### src/sv/keypad_lock_thermostat_top_assert.svh
// Assertion helpers for the RTL of the keypad lock and thermostat block.
`ifndef KEYPAD_LOCK_THERMOSTAT_TOP_ASSERT_SVH
`define KEYPAD_LOCK_THERMOSTAT_TOP_ASSERT_SVH

// The consequent must hold in the same cycle as the antecedent.
`define KLT_ASSERT_NOW(label, clk, rst_n, ante, cons) \
    label: assert property (@(posedge clk) disable iff (!rst_n) (ante) |-> (cons)) \
        else $error("keypad_lock_thermostat: same-cycle check failed");

// The consequent must hold in the cycle after the antecedent.
`define KLT_ASSERT_NEXT(label, clk, rst_n, ante, cons) \
    label: assert property (@(posedge clk) disable iff (!rst_n) (ante) |=> (cons)) \
        else $error("keypad_lock_thermostat: next-cycle check failed");

`endif

### src/sv/klt_pkg.sv
`default_nettype none
package klt_pkg;

    localparam int MaxEntry    = 16;
    localparam int MaxPassword = 8;

    localparam int ByteW      = 8;
    localparam int CodeW      = 6;
    localparam int PwCodesW   = 48;
    localparam int PwLenW     = 4;
    localparam int DutyW      = 7;
    localparam int PwmW       = 8;
    localparam int AlarmW     = 2;
    localparam int EventW     = 4;
    localparam int CountW     = 5;
    localparam int EntryIdxW  = $clog2(MaxEntry);
    localparam int EntryCntW  = $clog2(MaxEntry + 1);
    localparam int ApbAddrW   = 4;
    localparam int ApbDataW   = 64;

    // Register index taken from the address bit that selects the 8-byte slot.
    localparam int RegIdxBit = 3;
    localparam logic RegCodes  = 1'b0;
    localparam logic RegLength = 1'b1;

    localparam logic [PwCodesW-1:0] PwCodesReset = PwCodesW'(2363969);
    localparam logic [PwLenW-1:0]   PwLenReset   = PwLenW'(4);

    // Event codes reported with each result.
    localparam logic [EventW-1:0] EvIgnored = 4'd0;
    localparam logic [EventW-1:0] EvStored  = 4'd1;
    localparam logic [EventW-1:0] EvFull    = 4'd2;
    localparam logic [EventW-1:0] EvErased  = 4'd3;
    localparam logic [EventW-1:0] EvToggled = 4'd4;
    localparam logic [EventW-1:0] EvGranted = 4'd5;
    localparam logic [EventW-1:0] EvWrong   = 4'd6;
    localparam logic [EventW-1:0] EvTemp    = 4'd7;
    localparam logic [EventW-1:0] EvLight   = 4'd8;

    // Key codes with a meaning of their own.
    localparam logic [CodeW-1:0] KeyEnter  = 6'd10;
    localparam logic [CodeW-1:0] KeyErase  = 6'd11;
    localparam logic [CodeW-1:0] KeyToggle = 6'd12;

    // Alarm codes.
    localparam logic [AlarmW-1:0] AlarmNone = 2'd0;
    localparam logic [AlarmW-1:0] AlarmHot  = 2'd1;
    localparam logic [AlarmW-1:0] AlarmCold = 2'd2;

    // Command byte ranges.
    localparam logic [ByteW-1:0] TempLimit = 8'd100;
    localparam logic [ByteW-1:0] KeyBase   = 8'd200;

    // Temperature bands.
    localparam logic [DutyW-1:0] TempCoolLo = 7'd25;
    localparam logic [DutyW-1:0] TempCoolHi = 7'd55;
    localparam logic [DutyW-1:0] TempHeatLo = 7'd3;
    localparam logic [DutyW-1:0] TempHeatHi = 7'd20;

    localparam logic [DutyW-1:0] CoolBase = 7'd50;
    localparam logic [DutyW-1:0] CoolStep = 7'd10;
    localparam logic [DutyW-1:0] HeatFull = 7'd100;
    localparam logic [DutyW-1:0] HeatStep = 7'd25;

    // Light bands, limits on the light level (byte minus 100).
    localparam logic [ByteW-1:0] LightLvl1 = 8'd25;
    localparam logic [ByteW-1:0] LightLvl2 = 8'd50;
    localparam logic [ByteW-1:0] LightLvl3 = 8'd75;
    localparam logic [DutyW-1:0] LightDuty1 = 7'd100;
    localparam logic [DutyW-1:0] LightDuty2 = 7'd75;
    localparam logic [DutyW-1:0] LightDuty3 = 7'd50;
    localparam logic [DutyW-1:0] LightDuty4 = 7'd25;

    // duty*255/100 equals duty*255*5243 >> 19 for every 7-bit duty.
    localparam int PwmShift = 19;
    localparam int PwmProdW = 28;
    localparam logic [PwmProdW-1:0] PwmRecip = PwmProdW'(255 * 5243);

    typedef struct packed {
        logic [PwCodesW-1:0] codes;
        logic [PwLenW-1:0]   length;
    } t_cfg;

    typedef struct packed {
        logic [PwmW-1:0]   cooler_pwm;
        logic [PwmW-1:0]   heater_pwm;
        logic [PwmW-1:0]   light_pwm;
        logic [AlarmW-1:0] alarm;
        logic              unlocked;
        logic              show_entry;
        logic [CountW-1:0] entry_count;
        logic [EventW-1:0] event_res;
    } t_result;

    // floor(x/5) for x below 64, by multiplying with 13/64.
    function automatic logic [3:0] div5(input logic [5:0] x);
        logic [9:0] prod;
        prod = 10'(x) * 10'd13;
        return prod[9:6];
    endfunction

    function automatic logic [PwmW-1:0] duty_to_pwm(input logic [DutyW-1:0] duty);
        logic [PwmProdW-1:0] prod;
        logic [PwmProdW-PwmShift-1:0] val;
        prod = PwmProdW'(duty) * PwmRecip;
        val  = prod[PwmProdW-1:PwmShift];
        return (val > (PwmProdW-PwmShift)'(255)) ? 8'hFF : val[PwmW-1:0];
    endfunction

endpackage
`default_nettype wire

### src/sv/klt_engine.sv
`default_nettype none
module klt_engine (
    input  wire                   i_clk,
    input  wire                   i_rst_n,
    input  wire                   i_fire,
    input  wire [7:0]             i_cmd_byte,
    input  wire klt_pkg::t_cfg    i_cfg,
    output klt_pkg::t_result      o_result
);
    import klt_pkg::*;

    logic                 r_unlocked, n_unlocked;
    logic                 r_show, n_show;
    logic [EntryCntW-1:0] r_len, n_len;
    logic [DutyW-1:0]     r_cooler, n_cooler;
    logic [DutyW-1:0]     r_heater, n_heater;
    logic [DutyW-1:0]     r_light, n_light;
    logic [AlarmW-1:0]    r_alarm, n_alarm;
    logic [CodeW-1:0]     r_entry [MaxEntry];

    logic [ByteW-1:0]     key_diff;
    logic [CodeW-1:0]     key_code;
    logic [ByteW-1:0]     level;
    logic [DutyW-1:0]     temp;
    logic [DutyW-1:0]     cool_diff;
    logic [3:0]           cool_q;
    logic [3:0]           heat_q;
    logic [PwLenW-1:0]    plen;
    logic                 pw_ok;
    logic                 wr_en;
    logic [EventW-1:0]    ev;

    assign key_diff  = i_cmd_byte - KeyBase;
    assign key_code  = key_diff[CodeW-1:0];
    assign level     = i_cmd_byte - TempLimit;
    assign temp      = i_cmd_byte[DutyW-1:0];
    assign cool_diff = temp - TempCoolLo;
    assign cool_q    = div5(cool_diff[5:0]);
    assign heat_q    = div5(temp[5:0]);

    // The entry must have the password length (up to 8) and match it slot by slot.
    always_comb begin
        plen  = (i_cfg.length > PwLenW'(MaxPassword)) ? PwLenW'(MaxPassword) : i_cfg.length;
        pw_ok = (r_len == EntryCntW'(plen));
        for (int i = 0; i < MaxPassword; i++) begin
            if ((PwLenW'(i) < plen) && (r_entry[i] != i_cfg.codes[i*CodeW +: CodeW])) begin
                pw_ok = 1'b0;
            end
        end
    end

    always_comb begin
        n_unlocked = r_unlocked;
        n_show     = r_show;
        n_len      = r_len;
        n_cooler   = r_cooler;
        n_heater   = r_heater;
        n_light    = r_light;
        n_alarm    = r_alarm;
        wr_en      = 1'b0;
        ev         = EvIgnored;
        if (i_cmd_byte >= KeyBase) begin
            if (!r_unlocked) begin
                unique case (key_code)
                    KeyEnter: begin
                        if (pw_ok) begin
                            n_unlocked = 1'b1;
                            n_len      = '0;
                            ev         = EvGranted;
                        end else begin
                            ev = EvWrong;
                        end
                    end
                    KeyErase: begin
                        if (r_len != '0) begin
                            n_len = r_len - EntryCntW'(1);
                            ev    = EvErased;
                        end
                    end
                    KeyToggle: begin
                        n_show = ~r_show;
                        ev     = EvToggled;
                    end
                    default: begin
                        if (r_len >= EntryCntW'(MaxEntry)) begin
                            ev = EvFull;
                        end else begin
                            wr_en = 1'b1;
                            n_len = r_len + EntryCntW'(1);
                            ev    = EvStored;
                        end
                    end
                endcase
            end
        end else if (i_cmd_byte > TempLimit) begin
            if (r_unlocked) begin
                priority if (level <= LightLvl1) begin
                    n_light = LightDuty1;
                end else if (level <= LightLvl2) begin
                    n_light = LightDuty2;
                end else if (level <= LightLvl3) begin
                    n_light = LightDuty3;
                end else begin
                    n_light = LightDuty4;
                end
                ev = EvLight;
            end
        end else if (i_cmd_byte < TempLimit) begin
            if (r_unlocked) begin
                // Temperatures between the heating and cooling bands keep the duties.
                if (temp >= TempCoolLo && temp <= TempCoolHi) begin
                    n_cooler = CoolBase + DutyW'(cool_q) * CoolStep;
                    n_heater = '0;
                end else if (temp >= TempHeatLo && temp <= TempHeatHi) begin
                    n_cooler = '0;
                    n_heater = HeatFull - DutyW'(heat_q) * HeatStep;
                end else if (temp > TempCoolHi || temp < TempHeatLo) begin
                    n_cooler = '0;
                    n_heater = '0;
                end
                priority if (temp > TempCoolHi) begin
                    n_alarm = AlarmHot;
                end else if (temp < TempHeatLo) begin
                    n_alarm = AlarmCold;
                end else begin
                    n_alarm = AlarmNone;
                end
                ev = EvTemp;
            end
        end
    end

    always_comb begin
        o_result.cooler_pwm  = duty_to_pwm(n_cooler);
        o_result.heater_pwm  = duty_to_pwm(n_heater);
        o_result.light_pwm   = duty_to_pwm(n_light);
        o_result.alarm       = n_alarm;
        o_result.unlocked    = n_unlocked;
        o_result.show_entry  = n_show;
        o_result.entry_count = CountW'(n_len);
        o_result.event_res   = ev;
    end

    always_ff @(posedge i_clk) begin
        if (!i_rst_n) begin
            r_unlocked <= 1'b0;
            r_show     <= 1'b1;
            r_len      <= '0;
            r_cooler   <= '0;
            r_heater   <= '0;
            r_light    <= '0;
            r_alarm    <= AlarmNone;
        end else if (i_fire) begin
            r_unlocked <= n_unlocked;
            r_show     <= n_show;
            r_len      <= n_len;
            r_cooler   <= n_cooler;
            r_heater   <= n_heater;
            r_light    <= n_light;
            r_alarm    <= n_alarm;
        end
    end

    // Entries only affect results below the current length, so they need no reset.
    always_ff @(posedge i_clk) begin
        if (i_fire && wr_en) begin
            r_entry[r_len[EntryIdxW-1:0]] <= key_code;
        end
    end

endmodule
`default_nettype wire

### src/sv/keypad_lock_thermostat_top.sv
// Keypad lock and thermostat controller.
// Command bytes enter on the cmd channel (i_cmd_valid, o_cmd_ready, i_cmd_byte);
// every item produces exactly one result on the res channel (o_res_valid,
// i_res_ready and the o_* result fields), in order.
// An accepted item is held in an input register until the skid entry is free;
// the lock, thermostat and light logic then runs combinationally from it into
// the output register, or into the skid entry while the output is stalled.
// Throughput is one item per cycle while the receiver takes results.
// The output register is backed by one skid entry; when the receiver stalls,
// up to three items (input register, output, skid) are held before o_cmd_ready
// drops, and nothing is lost or repeated.
// The password registers sit on the APB port: password_codes at address 0x0,
// password_length at 0x8 (data 64 bits, low address bits ignored).
// A synchronous active-low reset locks the block, shows the entry in clear,
// empties the entry, zeroes all duties and the alarm and restores the default
// password; it also empties the input, output and skid registers.
`default_nettype none
module keypad_lock_thermostat_top (
    input  wire                         i_clk,
    input  wire                         i_rst_n,
    input  wire                         i_cmd_valid,
    output logic                        o_cmd_ready,
    input  wire  [7:0]                  i_cmd_byte,
    output logic                        o_res_valid,
    input  wire                         i_res_ready,
    output logic [7:0]                  o_cooler_pwm,
    output logic [7:0]                  o_heater_pwm,
    output logic [7:0]                  o_light_pwm,
    output logic [1:0]                  o_alarm,
    output logic                        o_unlocked,
    output logic                        o_show_entry,
    output logic [4:0]                  o_entry_count,
    output logic [3:0]                  o_event_res,
    input  wire                         psel,
    input  wire                         penable,
    input  wire                         pwrite,
    input  wire  [klt_pkg::ApbAddrW-1:0] paddr,
    input  wire  [klt_pkg::ApbDataW-1:0] pwdata,
    output logic [klt_pkg::ApbDataW-1:0] prdata,
    output logic                        pready
);
    import klt_pkg::*;

    `include "keypad_lock_thermostat_top_assert.svh"

    t_cfg             r_cfg;
    logic             r_in_valid, n_in_valid;
    logic [ByteW-1:0] r_cmd;
    logic             r_out_valid, n_out_valid;
    logic             r_skid_valid, n_skid_valid;
    t_result          r_out;
    t_result          r_skid;
    t_result          eng_result;

    logic fire;
    logic in_acc;
    logic out_pop;
    logic cfg_wr;
    logic load_out_eng;
    logic load_out_skid;
    logic load_skid;
    logic out_granted;
    logic out_cleared;
    logic out_count_ok;

    assign pready = 1'b1;
    assign cfg_wr = psel && penable && pwrite;

    always_ff @(posedge i_clk) begin
        if (!i_rst_n) begin
            r_cfg.codes  <= PwCodesReset;
            r_cfg.length <= PwLenReset;
        end else if (cfg_wr) begin
            unique case (paddr[RegIdxBit])
                RegCodes:  r_cfg.codes  <= pwdata[PwCodesW-1:0];
                RegLength: r_cfg.length <= pwdata[PwLenW-1:0];
                default:   r_cfg        <= r_cfg;
            endcase
        end
    end

    always_comb begin
        unique case (paddr[RegIdxBit])
            RegCodes:  prdata = ApbDataW'(r_cfg.codes);
            RegLength: prdata = ApbDataW'(r_cfg.length);
            default:   prdata = '0;
        endcase
    end

    // The held item is processed whenever the skid entry is free to take
    // its result.
    assign fire        = r_in_valid && !r_skid_valid;
    assign o_cmd_ready = !r_in_valid || fire;
    assign in_acc      = i_cmd_valid && o_cmd_ready;
    assign out_pop     = r_out_valid && i_res_ready;

    klt_engine u_engine (
        .i_clk      (i_clk),
        .i_rst_n    (i_rst_n),
        .i_fire     (fire),
        .i_cmd_byte (r_cmd),
        .i_cfg      (r_cfg),
        .o_result   (eng_result)
    );

    always_comb begin
        n_in_valid = r_in_valid;
        if (in_acc) begin
            n_in_valid = 1'b1;
        end else if (fire) begin
            n_in_valid = 1'b0;
        end
    end

    always_comb begin
        n_out_valid   = r_out_valid;
        n_skid_valid  = r_skid_valid;
        load_out_eng  = 1'b0;
        load_out_skid = 1'b0;
        load_skid     = 1'b0;
        if (out_pop) begin
            n_out_valid = 1'b0;
        end
        if (r_skid_valid && out_pop) begin
            n_out_valid   = 1'b1;
            n_skid_valid  = 1'b0;
            load_out_skid = 1'b1;
        end
        if (fire) begin
            if (!r_out_valid || out_pop) begin
                n_out_valid  = 1'b1;
                load_out_eng = 1'b1;
            end else begin
                n_skid_valid = 1'b1;
                load_skid    = 1'b1;
            end
        end
    end

    always_ff @(posedge i_clk) begin
        if (!i_rst_n) begin
            r_in_valid   <= 1'b0;
            r_out_valid  <= 1'b0;
            r_skid_valid <= 1'b0;
        end else begin
            r_in_valid   <= n_in_valid;
            r_out_valid  <= n_out_valid;
            r_skid_valid <= n_skid_valid;
        end
    end

    always_ff @(posedge i_clk) begin
        if (in_acc) begin
            r_cmd <= i_cmd_byte;
        end
        if (load_out_eng) begin
            r_out <= eng_result;
        end else if (load_out_skid) begin
            r_out <= r_skid;
        end
        if (load_skid) begin
            r_skid <= eng_result;
        end
    end

    assign o_res_valid   = r_out_valid;
    assign o_cooler_pwm  = r_out.cooler_pwm;
    assign o_heater_pwm  = r_out.heater_pwm;
    assign o_light_pwm   = r_out.light_pwm;
    assign o_alarm       = r_out.alarm;
    assign o_unlocked    = r_out.unlocked;
    assign o_show_entry  = r_out.show_entry;
    assign o_entry_count = r_out.entry_count;
    assign o_event_res   = r_out.event_res;

    assign out_granted  = r_out_valid && (r_out.event_res == EvGranted);
    assign out_cleared  = r_out.unlocked && (r_out.entry_count == '0);
    assign out_count_ok = r_out.entry_count <= CountW'(MaxEntry);

    `KLT_ASSERT_NOW(a_skid_behind_out, i_clk, i_rst_n, r_skid_valid, r_out_valid)
    `KLT_ASSERT_NEXT(a_fire_fills_out, i_clk, i_rst_n, fire && !r_out_valid, r_out_valid)
    `KLT_ASSERT_NOW(a_grant_unlocks, i_clk, i_rst_n, out_granted, out_cleared)
    `KLT_ASSERT_NOW(a_count_bound, i_clk, i_rst_n, r_out_valid, out_count_ok)

endmodule
`default_nettype wire
### config.mk
export PLATFORM = sky130hd
export DESIGN_NAME = keypad_lock_thermostat_top
export DESIGN_NICKNAME = d
export VERILOG_FILES = /design/src/sv/klt_pkg.sv /design/src/sv/klt_engine.sv /design/src/sv/keypad_lock_thermostat_top.sv
export VERILOG_INCLUDE_DIRS = /design/src /design/src/sv
export SDC_FILE = /design/constraint.sdc
export NUM_CORES = 1
export LEC_CHECK = 0
export BUFFER_PORTS_ARGS = -buffer_cell sky130_fd_sc_hd__clkbuf_2
export CAP_MARGIN = 20
export CORE_ASPECT_RATIO = 1.25
export CORE_MARGIN = 2
export CORE_UTILIZATION = 50
export CTS_CLUSTER_DIAMETER = 100
export DETAILED_ROUTE_END_ITERATION = 6
export PLACE_DENSITY = 0.78
export SYNTH_ARGS = -nofsm -noshare
export SYNTH_HDL_FRONTEND = slang
export SYNTH_SLANG_ARGS = --single-unit
### constraint.sdc
create_clock -name i_clk -period 9.6 [get_ports i_clk]
set_clock_uncertainty 0.2 [all_clocks]
set_input_delay 0.48 -clock i_clk [delete_from_list [all_inputs] [get_ports i_clk]]
set_output_delay 0.48 -clock i_clk [all_outputs]
set_load 0.05 [all_outputs]
==> results of run 1 <==
[kinds of logic after synthesis]
family	synth area share [%]
DFF	34.3
other	0.0459
muxes	1.48
xor gates and xnor gates	5.18
AOI/OAI and AO/OA	15.1
buffers and inverters	6.09
and+or+nand+nor	14.1
adders and majority gates	23.7
[final timing paths]
check,from,end,depth (start not counted)
min reg2reg,u_engine.r_light[6],u_engine.r_light[6],2
max reg2reg,r_cmd[2],o_cooler_pwm[3],43
min,pwdata[47],r_cfg[51],3
max,r_cmd[2],o_cooler_pwm[3],43
[power by group through the flow]
stage	registers (mW)	logic [mW]	clock network [mW]
floorplan	1.07	0.610	0
global placement	1.04	0.785	0
detailed placement	1.04	0.828	0
CTS	1.02	0.855	0.947
global route	1.03	1.02	0.987
finish	1.02	0.920	0.930
[cells in the final DEF (no fill, tap or decap), types with 9 or more instances in the layout]
cell type / count
clkbuf_16: 25
conb_1: 17
a31o_2: 9
nor2_1: 61
nand3_1: 31
nand4_1: 22
edfxtp_1: 130
clkbuf_2: 150
a21boi_0: 52
mux2_2: 15
o21ai_0: 49
o211a_1: 11
nand2b_1: 9
dlygate4sd3_1: 51
and3_1: 11
a21o_1: 36
nand2_1: 214
xnor2_1: 40
dfxtp_1: 85
ha_1: 226
inv_1: 163
a21oi_1: 63
a31oi_1: 36
and2_1: 16
buf_4: 43
fa_1: 45
xor2_1: 51
nor2b_1: 58
nor3_1: 12
[metal layers]
| layer | vias to the layer above | wire length (um) | track usage [%] |
|---|---|---|---|
| li1 | 6339 | - | - |
| met1 | 6170 | 16700 | 28.2 |
| met2 | 358 | 19800 | 41.8 |
| met3 | 81 | 1820 | 2.76 |
| met4 | 0 | 1050 | 7.02 |
| met5 | - | 0 | 0 |
[through the flow]
step / setup TNS (ps) / area [um2] / setup slack [ps] / instances / hold WS (ps)
2_1_floorplan: 0 / 16400 / 186 / 1711 / 243
3_3_place_gp: 0 / 17500 / 128 / 2227 / 253
3_5_place_dp: -767 / 17600 / -198 / 2228 / 260
4_1_cts: 0 / 18900 / 47.0 / 2326 / 2.15
5_1_grt: -83.6 / 19200 / -39.7 / 2346 / 13.4
6_report: 0 / 19200 / 385 / 2346 / 11.0
[critical path: cells and delay by family (launching register included)]
| kind | cells | cell delay, ps |
|---|---|---|
| AOI/OAI and AO/OA | 9 | 1740 |
| adders and majority gates | 12 | 3780 |
| buffers and inverters | 9 | 950 |
| and+or+nand+nor | 7 | 750 |
| xor gates and xnor gates | 5 | 760 |
| DFF | 1 | 510 |
| muxes | 1 | 280 |
[sequential cells by signal (all words and copies together), names as in the netlist, 2 cells and up]
register,count
u_engine.r_light,7
u_engine.r_cooler,7
r_cmd,8
u_engine.r_heater,7
o_entry_count,5
o_alarm,2
u_engine.r_entry,48
r_cfg,52
o_cooler_pwm,8
u_engine.r_len,5
o_heater_pwm,8
r_skid,37
o_light_pwm,8
o_event_res,4
u_engine.r_alarm,2
[area by class of cell]
class                           count  area [um2]  area share (%)
Multi-Input combinational cell   1253       10000            52.2
Clock inverter                     17         153           0.793
Timing Repair Buffer              247        1650            8.58
Tap cell                          418         523            2.72
Clock buffer                       29         641            3.33
Sequential cell                   215        5610            29.1
Inverter                          167         627            3.26
[repair_timing]
action,4_1_cts,5_1_grt
gates resized for setup,6,34
endpoints found under the hold margin,51,0
setup buffers,1,19
pin swaps,0,28
hold buffers,51,0
endpoints found under the setup margin,12,31
==> out/qor.yml, run 1 <==
synthesis:
  ys_seq_area_share_pct: 34.3
  synth_top_cell_by_area: "edfxtp_1"
  synth_area_mm2: 0.0164
  yosysWarnings: 0
  ys_top_cells_by_count: "ha_1, nand2_1, inv_1"
  synth_ff_type: "edfxtp_1"
  synth_cells: 1696
  synth_edf_count: 130
  yosys.cell_count.top_type: "ha_1"
  synth_area_per_cell_um2: 9.65
  synth_seq_cells: 215
  synth_top_area_share_pct: 23.9
  synthArstFlopShare_pct: 0
  synth_cell_types: 83
  synthTopCellsByArea: "edfxtp_1, ha_1, dfxtp_1"
worst_setup_path:
  critPathRequiredTime_ps: 9680
  startpoint_type: "register"
  path_max_fanout: 6
  crit_path_frequent_cell: "ha_1"
  arrival_ps: 9300
  r2r_setup_slack_ps: 390
  max_stage_delay_ps: 530
  critPathKind: "register to register"
  crit_path_end_kind: "register"
  critPathSlowestCell: "fa_1"
pwr:
  powerDensity_mw_per_mm2: 149
  switching_share_pct: 32.5
  peakVddDrop_mv: 0.125
  power_frac_clock_pct: 32.3
  internal_power_mw: 1.94
  power_mw: 2.87
  pwr-share-seq_pct: 35.6
  pwr-share-comb_pct: 32.0
  p_switching_mw: 0.934
  power.leakage_nw: 9.32
detailed_routing:
  first_iter_violations: 861
  first_pass_iters: 5
  drtAntennaViolNets: 0
  viasPerCell: 5.52
  drc: 0
  wl_um: 39300
  vias: 12900
  wl_per_cell_um: 16.8
global_route:
  antenna_found_initial: 0
  grt_pass1_wl_um: 65100
  grt_use_total_pct: 22.9
  grt_pass1_vias: 13100
  grt_max_degree: 86
  gr-total-overflow: 0
clock_tree:
  cts_made_buffers: 25
  clkSinkCount: 215
  root_buffer: "clkbuf_16"
  cts_tree: "done"
  cts.clk_slew.worst_paths_ps: 60
  insertion_delay_ps: 540
  htree_levels: 1
  cts_buffer_depth: 3
floorplan:
  initial_utilization_pct: 50.3
  pin_count: 187
  die-width_um: 166
  core_mm2: 0.0325
  dieArea_mm2: 0.0342
  rows: 74
  fp.dieH_um: 206
sta:
  fin_crit_sh_pct: 96.0
  slew_headroom_pct: 36.8
  timing.fmax_ghz: 0.109
  finalHoldViolations: 0
  post-route-min-period_ps: 9210
  setup_violations: 0
  slew_viol_final: 0
  worst_pin_slew_ps: 948
run_status:
  status: "completed"
cells_and_area:
  diodes: 0
  nFillCells: 2687
  post-route-util_pct: 59.2
  drive_above_1_share_pct: 16.3
  fin_nets: 2275
  area_delta_synth_final_pct: 17.6
worst_hold_path:
  worstHoldPathType: "input pin to register"
placed_design:
  portBuffers: 150
  place.gp.congestion: 0.940
  place.detailed.hpwl_um: 29100
job:
  maxCapViolations: 0
No activity file was read; power rests on OpenSTA's default activity.
==> run 2, diff against run 1 <==
--- a/config.mk
+++ b/config.mk
@@ -7,5 +7,4 @@
 export NUM_CORES = 1
 export LEC_CHECK = 0
-export BUFFER_PORTS_ARGS = -buffer_cell sky130_fd_sc_hd__clkbuf_2
 export CAP_MARGIN = 20
 export CORE_ASPECT_RATIO = 1.25
@@ -14,5 +13,6 @@
 export CTS_CLUSTER_DIAMETER = 100
 export DETAILED_ROUTE_END_ITERATION = 6
-export PLACE_DENSITY = 0.78
+export DONT_BUFFER_PORTS = 1
+export PLACE_DENSITY = 0.73
 export SYNTH_ARGS = -nofsm -noshare
 export SYNTH_HDL_FRONTEND = slang
--- a/constraint.sdc
+++ b/constraint.sdc
@@ -3,3 +3,3 @@
 set_input_delay 0.48 -clock i_clk [delete_from_list [all_inputs] [get_ports i_clk]]
 set_output_delay 0.48 -clock i_clk [all_outputs]
-set_load 0.05 [all_outputs]
+set_load 0.1 [all_outputs]
==> run 2 against run 1 <==
- register-to-register slack got worse by 40 ps
- global-route usage down 0.61 points
- sequential power up 7%
- power increased by 1.5%
- via count shrank 4.1%
- combinational power fell by 2.3%
- critical path type unchanged
- highest routed layer unchanged
- clock power barely moved
- fmax down 0.39%
==> out/qor.yml, run 2 (synthesis results as in run 1) <==
run_status:
  status: "completed"
worst_setup_path:
  reg2reg_from: "r_cmd[2]"
  critPathSlowestCell: "fa_1"
  reg2reg_to: "o_cooler_pwm[3]"
  crit_path_end_kind: "register"
  startpoint_type: "register"
  cp-startpoint: "r_cmd[2]"
  r2r_setup_slack_ps: 350  # -40 ps
  critPathRequiredTime_ps: 9670  # about the same
  arrival_ps: 9320  # +20 ps
  critPathKind: "register to register"
  max_stage_delay_ps: 540  # about the same
  path_max_fanout: 4  # -2
  crit_path_frequent_cell: "inv_1"
  reg2regPathDepth: 44  # +2.3%
  cp-endpoint: "o_cooler_pwm[3]"
pwr:
  peakVddDrop_mv: 0.137  # +9.9%
  power_mw: 2.92  # +1.5%
  power.leakage_nw: 8.72  # -6.4%
  powerDensity_mw_per_mm2: 156  # +4.7%
clock_tree:
  cts_buffer_depth: 3  # unchanged
  cts_tree: "done"
  cts_made_buffers: 25  # unchanged
  root_buffer: "clkbuf_16"
  cts.clk_slew.worst_paths_ps: 60  # about the same
  clkSinkCount: 215  # unchanged
  htree_levels: 1  # unchanged
  insertion_delay_ps: 520  # -20 ps
detailed_routing:
  wl_um: 38900  # -1.2%
  highest_layer: "met4"
  wl_met3_um: 1950  # +7.3%
  wl_per_cell_um: 17.6  # +5.1%
  viasPerCell: 5.63  # +2.1%
  drc: 0  # unchanged
  first_pass_iters: 7  # +2
  wl_met2_um: 19600  # -0.73%
  vias: 12400  # -4.1%
  first_iter_violations: 708  # -18%
  drtAntennaViolNets: 0  # unchanged
  wl_met1_um: 16300  # -2.4%
sta:
  fin_crit_sh_pct: 96.4  # +0.37 points
  worst_pin_slew_ps: 1130  # +182 ps
  setup_violations: 0  # unchanged
  finalHoldViolations: 0  # unchanged
  timing.fmax_ghz: 0.108  # -0.39%
  slew_headroom_pct: 24.4  # -12 points
  slew_viol_final: 0  # unchanged
  post-route-min-period_ps: 9250  # +35.9 ps
job:
  maxCapViolations: 0  # unchanged
cells_and_area:
  area_delta_synth_final_pct: 14.1
  top_register: "r_cfg"
  nFillCells: 2698  # +0.41%
  largest_register_ffs: 52  # unchanged
  fin_nets: 2134  # -6.2%
  post-route-util_pct: 57.4  # -1.8 points
  layout_common_cells: "ha_1, nand2_1, inv_1"
  final_cells: 2205  # -6.0%
  layout_commonest_cell: "ha_1"
  drive_above_1_share_pct: 11.3  # -5.1 points
floorplan:
  fp.dieH_um: 206  # unchanged
  core_mm2: 0.0325  # unchanged
  rows: 74  # unchanged
  pin_count: 187  # unchanged
  initial_utilization_pct: 50.3  # unchanged
  die-width_um: 166  # unchanged
  dieArea_mm2: 0.0342  # unchanged
global_route:
  grt_pass1_vias: 12500  # -4.7%
  antenna_found_initial: 1  # +1
  gr-total-overflow: 0  # unchanged
  grt_pass1_wl_um: 62800  # -3.6%
  grt_max_degree: 86  # unchanged
  grt_use_total_pct: 22.2  # -0.61 points
placed_design:
  place.gp.congestion: 0.932  # -0.81%
  dp_cells: 2080  # -6.6%
  portBuffers: 0  # -100%
  place.detailed.hpwl_um: 28200  # -3.2%
worst_hold_path:
  worstHoldPathType: "input pin to register"
run 2: per-layer routing:
metal	vias up	global-route usage, %
li1	6062	-
met4	0	6.46
met3	72	3.18
met5	-	0
met2	346	41.0
met1	5941	27.0
run 2: worst min path at each step:
stage | start | endpoint | slack [ps] | cells after the start
after floorplan | u_engine.r_alarm[0] | u_engine.r_alarm[0] | 240 | 2
after global placement | u_engine.r_light[1] | u_engine.r_light[1] | 250 | 2
after detailed placement | u_engine.r_alarm[0] | u_engine.r_alarm[0] | 260 | 2
after CTS | i_res_ready | o_res_valid | 30 | 3
after global routing | i_res_ready | o_res_valid | 100 | 3
final | i_res_ready | o_res_valid | 50 | 3
run 2: report_power, final:
group	leakage, nW	total [mW]	internal (mW)	switching, mW
logic	6.46	0.899	0.385	0.514
clock network	0.383	0.929	0.548	0.381
registers	1.88	1.09	1.01	0.0811
total	8.72	2.92	1.94	0.976
run 2: repair_timing:
action | CTS | global route
endpoints found under the setup margin | 13 | 23
hold endpoints to repair | 93 | 0
cloned | 0 | 0
pin swaps | 2 | 24
hold buffers | 60 | 0
setup buffers | 2 | 16
resized for setup | 3 | 30
run 2: layout make-up:
cell class                      instances  area (um2)  share of cell area (%)
Timing Repair Buffer                  106        1010                    5.40
Clock inverter                         12         111                   0.597
Antenna cell                            1        2.50                  0.0134
Multi-Input combinational cell       1253       10100                    54.2
Tap cell                              418         523                    2.80
Inverter                              167         627                    3.36
Clock buffer                           33         677                    3.63
Sequential cell                       215        5610                    30.0
run 2: per-stage QoR:
| step | setup slack [ps] | cell area (um2) | TNS, ps | hold slack, ps |
|---|---|---|---|---|
| CTS | 3.06 | 18400 | 0 | 27.7 |
| detailed placement | -201 | 16900 | -862 | 256 |
| global placement | 100 | 16900 | 0 | 250 |
| finish | 349 | 18700 | 0 | 45.9 |
| floorplan | 186 | 16400 | 0 | 243 |
| global route | -93.5 | 18700 | -278 | 95.6 |
run 2: worst max-delay path: cells and delay by family, from the launching register on:
family                   cells  cell delay (ps)
multiplexers                 1              280
flip-flops                   1              460
AO/OA/AOI/OAI               11             1850
adder cells (fa/ha/maj)     11             3700
XOR/XNOR                     5              920
AND/OR/NAND/NOR              5              650
buffers and inverters       11              920
==> run 3, diff against run 2 <==
Settings changed: SYNTH_HIERARCHICAL set to 1.
==> run 3 against run 2 <==
- fmax up 0.47%
- routed wire length down 8.9%
- first-iteration DRC count down 34%
- largest cell class unchanged
==> out/qor.yml, run 3 <==
detailed_routing:
  first_iter_violations: 464  # -34%
  first_pass_iters: 5  # -2
  viasPerCell: 5.53  # -1.8%
  drtAntennaViolNets: 0  # unchanged
  vias: 11400  # -8.5%
  drc: 0  # unchanged
  wl_per_cell_um: 17.2  # -2.3%
  wl_um: 35400  # -8.9%
placed_design:
  place.gp.congestion: 0.897  # -3.8%
  dp_cells: 1936  # -6.9%
  place.detailed.hpwl_um: 25800  # -8.7%
  portBuffers: 0  # unchanged
clock_tree:
  cts_tree: "done"
  clkSinkCount: 215  # unchanged
  insertion_delay_ps: 540  # +20 ps
  cts.clk_slew.worst_paths_ps: 60  # about the same
  root_buffer: "clkbuf_16"
  cts_buffer_depth: 3  # unchanged
  htree_levels: 1  # unchanged
  cts_made_buffers: 24  # -4.0%
run_status:
  status: "completed"
floorplan:
  rows: 73  # -1.4%
  pin_count: 187  # unchanged
  core_mm2: 0.0317  # -2.5%
  dieArea_mm2: 0.0334  # -2.2%
  fp.dieH_um: 204  # -1.1%
  initial_utilization_pct: 50.5  # +0.12 points
  die-width_um: 164  # -1.1%
worst_setup_path:
  critPathKind: "register to register"
  cpLargestDelayFamily: "adder cells"
  startpoint_type: "register"
  max_stage_delay_ps: 500  # -40 ps
  path_max_fanout: 9  # +5
  critPathSlowestCell: "fa_1"
  critPathBufInv: 8  # -3
  arrival_ps: 9300  # -20 ps
  crit_path_end_kind: "register"
  critPathRequiredTime_ps: 9690  # +20 ps
cells_and_area:
  layout_commonest_cell: "ha_1"
  layout_common_cells: "ha_1, inv_1, edfxtp_1"
  top_register: "r_cfg"
  drive_above_1_share_pct: 14.7  # +3.5 points
  post-route-util_pct: 57.6  # +0.19 points
  largest_register_ffs: 52  # unchanged
  area_delta_synth_final_pct: 14.2
  diodes: 0  # -1
  final_cells: 2055  # -6.8%
  fin_nets: 1989  # -6.8%
sta:
  finalHoldViolations: 0  # unchanged
  fin_crit_sh_pct: 95.9  # -0.46 points
  fin_tns_setup_ps: 0  # unchanged
  setup_violations: 0  # unchanged
  worst_pin_slew_ps: 1150  # +22.1 ps
  rsz0062_at_grt: "yes"
  slew_headroom_pct: 23.1  # -1.2 points
  slew_viol_final: 0  # unchanged
  timing.fmax_ghz: 0.109  # +0.47%
  post-route-min-period_ps: 9210  # -43.8 ps
synthesis:
  synthTopCellsByArea: "edfxtp_1, ha_1, dfxtp_1"
  ys_top_cells_by_count: "ha_1, inv_1, edfxtp_1"
  synth_cell_types: 95  # +14%
  yosys.cell_count.top_type: "ha_1"
  ys_seq_area_share_pct: 35.0  # +0.79 points
  synthArstFlopShare_pct: 0  # unchanged
  synth_edf_count: 130  # unchanged
  yosysWarnings: 6  # +6
  synth_top_area_share_pct: 24.4  # +0.55 points
  synth_ff_type: "edfxtp_1"
  synth_area_per_cell_um2: 10.3  # +7.2%
  synth_top_cell_by_area: "edfxtp_1"
  synth_area_mm2: 0.0160  # -2.2%
  synth_cells: 1546  # -8.8%
  synth_seq_cells: 215  # unchanged
global_route:
  grt_pass1_wl_um: 56700  # -9.7%
  antenna_found_initial: 0  # -1
  grt_pass1_vias: 11600  # -7.0%
  grt_max_degree: 109  # +27%
  gr-total-overflow: 0  # unchanged
  grt_use_total_pct: 21.0  # -1.3 points
pwr:
  power.leakage_nw: 8.68  # -0.50%
  powerDensity_mw_per_mm2: 154  # -1.5%
  peakVddDrop_mv: 0.145  # +6.0%
worst_hold_path:
  worstHoldPathType: "input pin to register"
job:
  maxCapViolations: 0  # unchanged
-- run 3: kinds of logic after synthesis --
| group | after synthesis | share of synthesized area, % |
|---|---|---|
| buffers and inverters | 227 | 6.30 |
| adder cells (fa/ha/maj) | 281 | 24.1 |
| other | 2 | 0.0470 |
| AND/OR/NAND/NOR | 402 | 13.0 |
| AO/OA/AOI/OAI | 264 | 11.4 |
| XOR/XNOR | 95 | 5.29 |
| flip-flops | 215 | 35.0 |
| multiplexers | 60 | 4.83 |
-- run 3: worst register-to-register path, delay by kind of cell (launching register included) --
family,cells,cell delay [ps]
AO/OA/AOI/OAI,15,2260
XOR/XNOR,4,740
adder cells (fa/ha/maj),10,3410
buffers and inverters,8,820
flip-flops,1,410
multiplexers,1,260
AND/OR/NAND/NOR,3,840
-- run 3: worst paths after layout --
kind / startpoint / to / slack (ps) / depth (start not counted)
setup / recovery: r_cmd[0] / o_heater_pwm[2] / 390 / 41
hold / removal: i_res_ready / o_res_valid / 40 / 3
hold reg to reg: u_engine/r_heater[3] / u_engine/r_heater[3] / 270 / 2
setup reg to reg: r_cmd[0] / o_heater_pwm[2] / 390 / 41
-- run 3: what timing repair did --
item | in CTS | in global routing
buffers inserted | 0 | 14
resized for setup | 3 | 40
pin swaps | 0 | 18
setup endpoints to repair | 8 | 32
endpoints found under the hold margin | 73 | 0
hold buffers | 59 | 0
-- run 3: routing by layer --
metal	track usage [%]	part of all wire (%)
met1	22.9	40
met2	40.2	52
met3	3.02	4.3
met4	8.30	3.4
met5	0	0
-- run 3: cell type report --
class                   instances  area (um2)
clock buffers                  31         668
fillers                      2553       13400
clock inverters                13         164
well taps                     412         515
flip-flops and latches        215        5610
multi-input cells            1119        9730
repair buffers                103         963
inverters                     162         613
-- run 3: metrics by stage --
step | area [um2] | setup slack [ps] | hold slack [ps] | power (mW)
CTS | 18000 | 9.11 | 21.4 | 2.77
finish | 18300 | 393 | 36.0 | 2.81
global placement | 16500 | 134 | 252 | 1.75
floorplan | 16100 | 123 | 246 | 1.65
global route | 18300 | -84.7 | 51.1 | 2.96
detailed placement | 16500 | -149 | 257 | 1.77
-- run 3: power breakdown --
| part | leakage [nW] | internal [mW] | switching, mW | total (mW) |
|---|---|---|---|---|
| sequential | 1.88 | 1.00 | 0.0750 | 1.08 |
| combinational | 6.40 | 0.338 | 0.440 | 0.778 |
| clock | 0.401 | 0.576 | 0.380 | 0.956 |
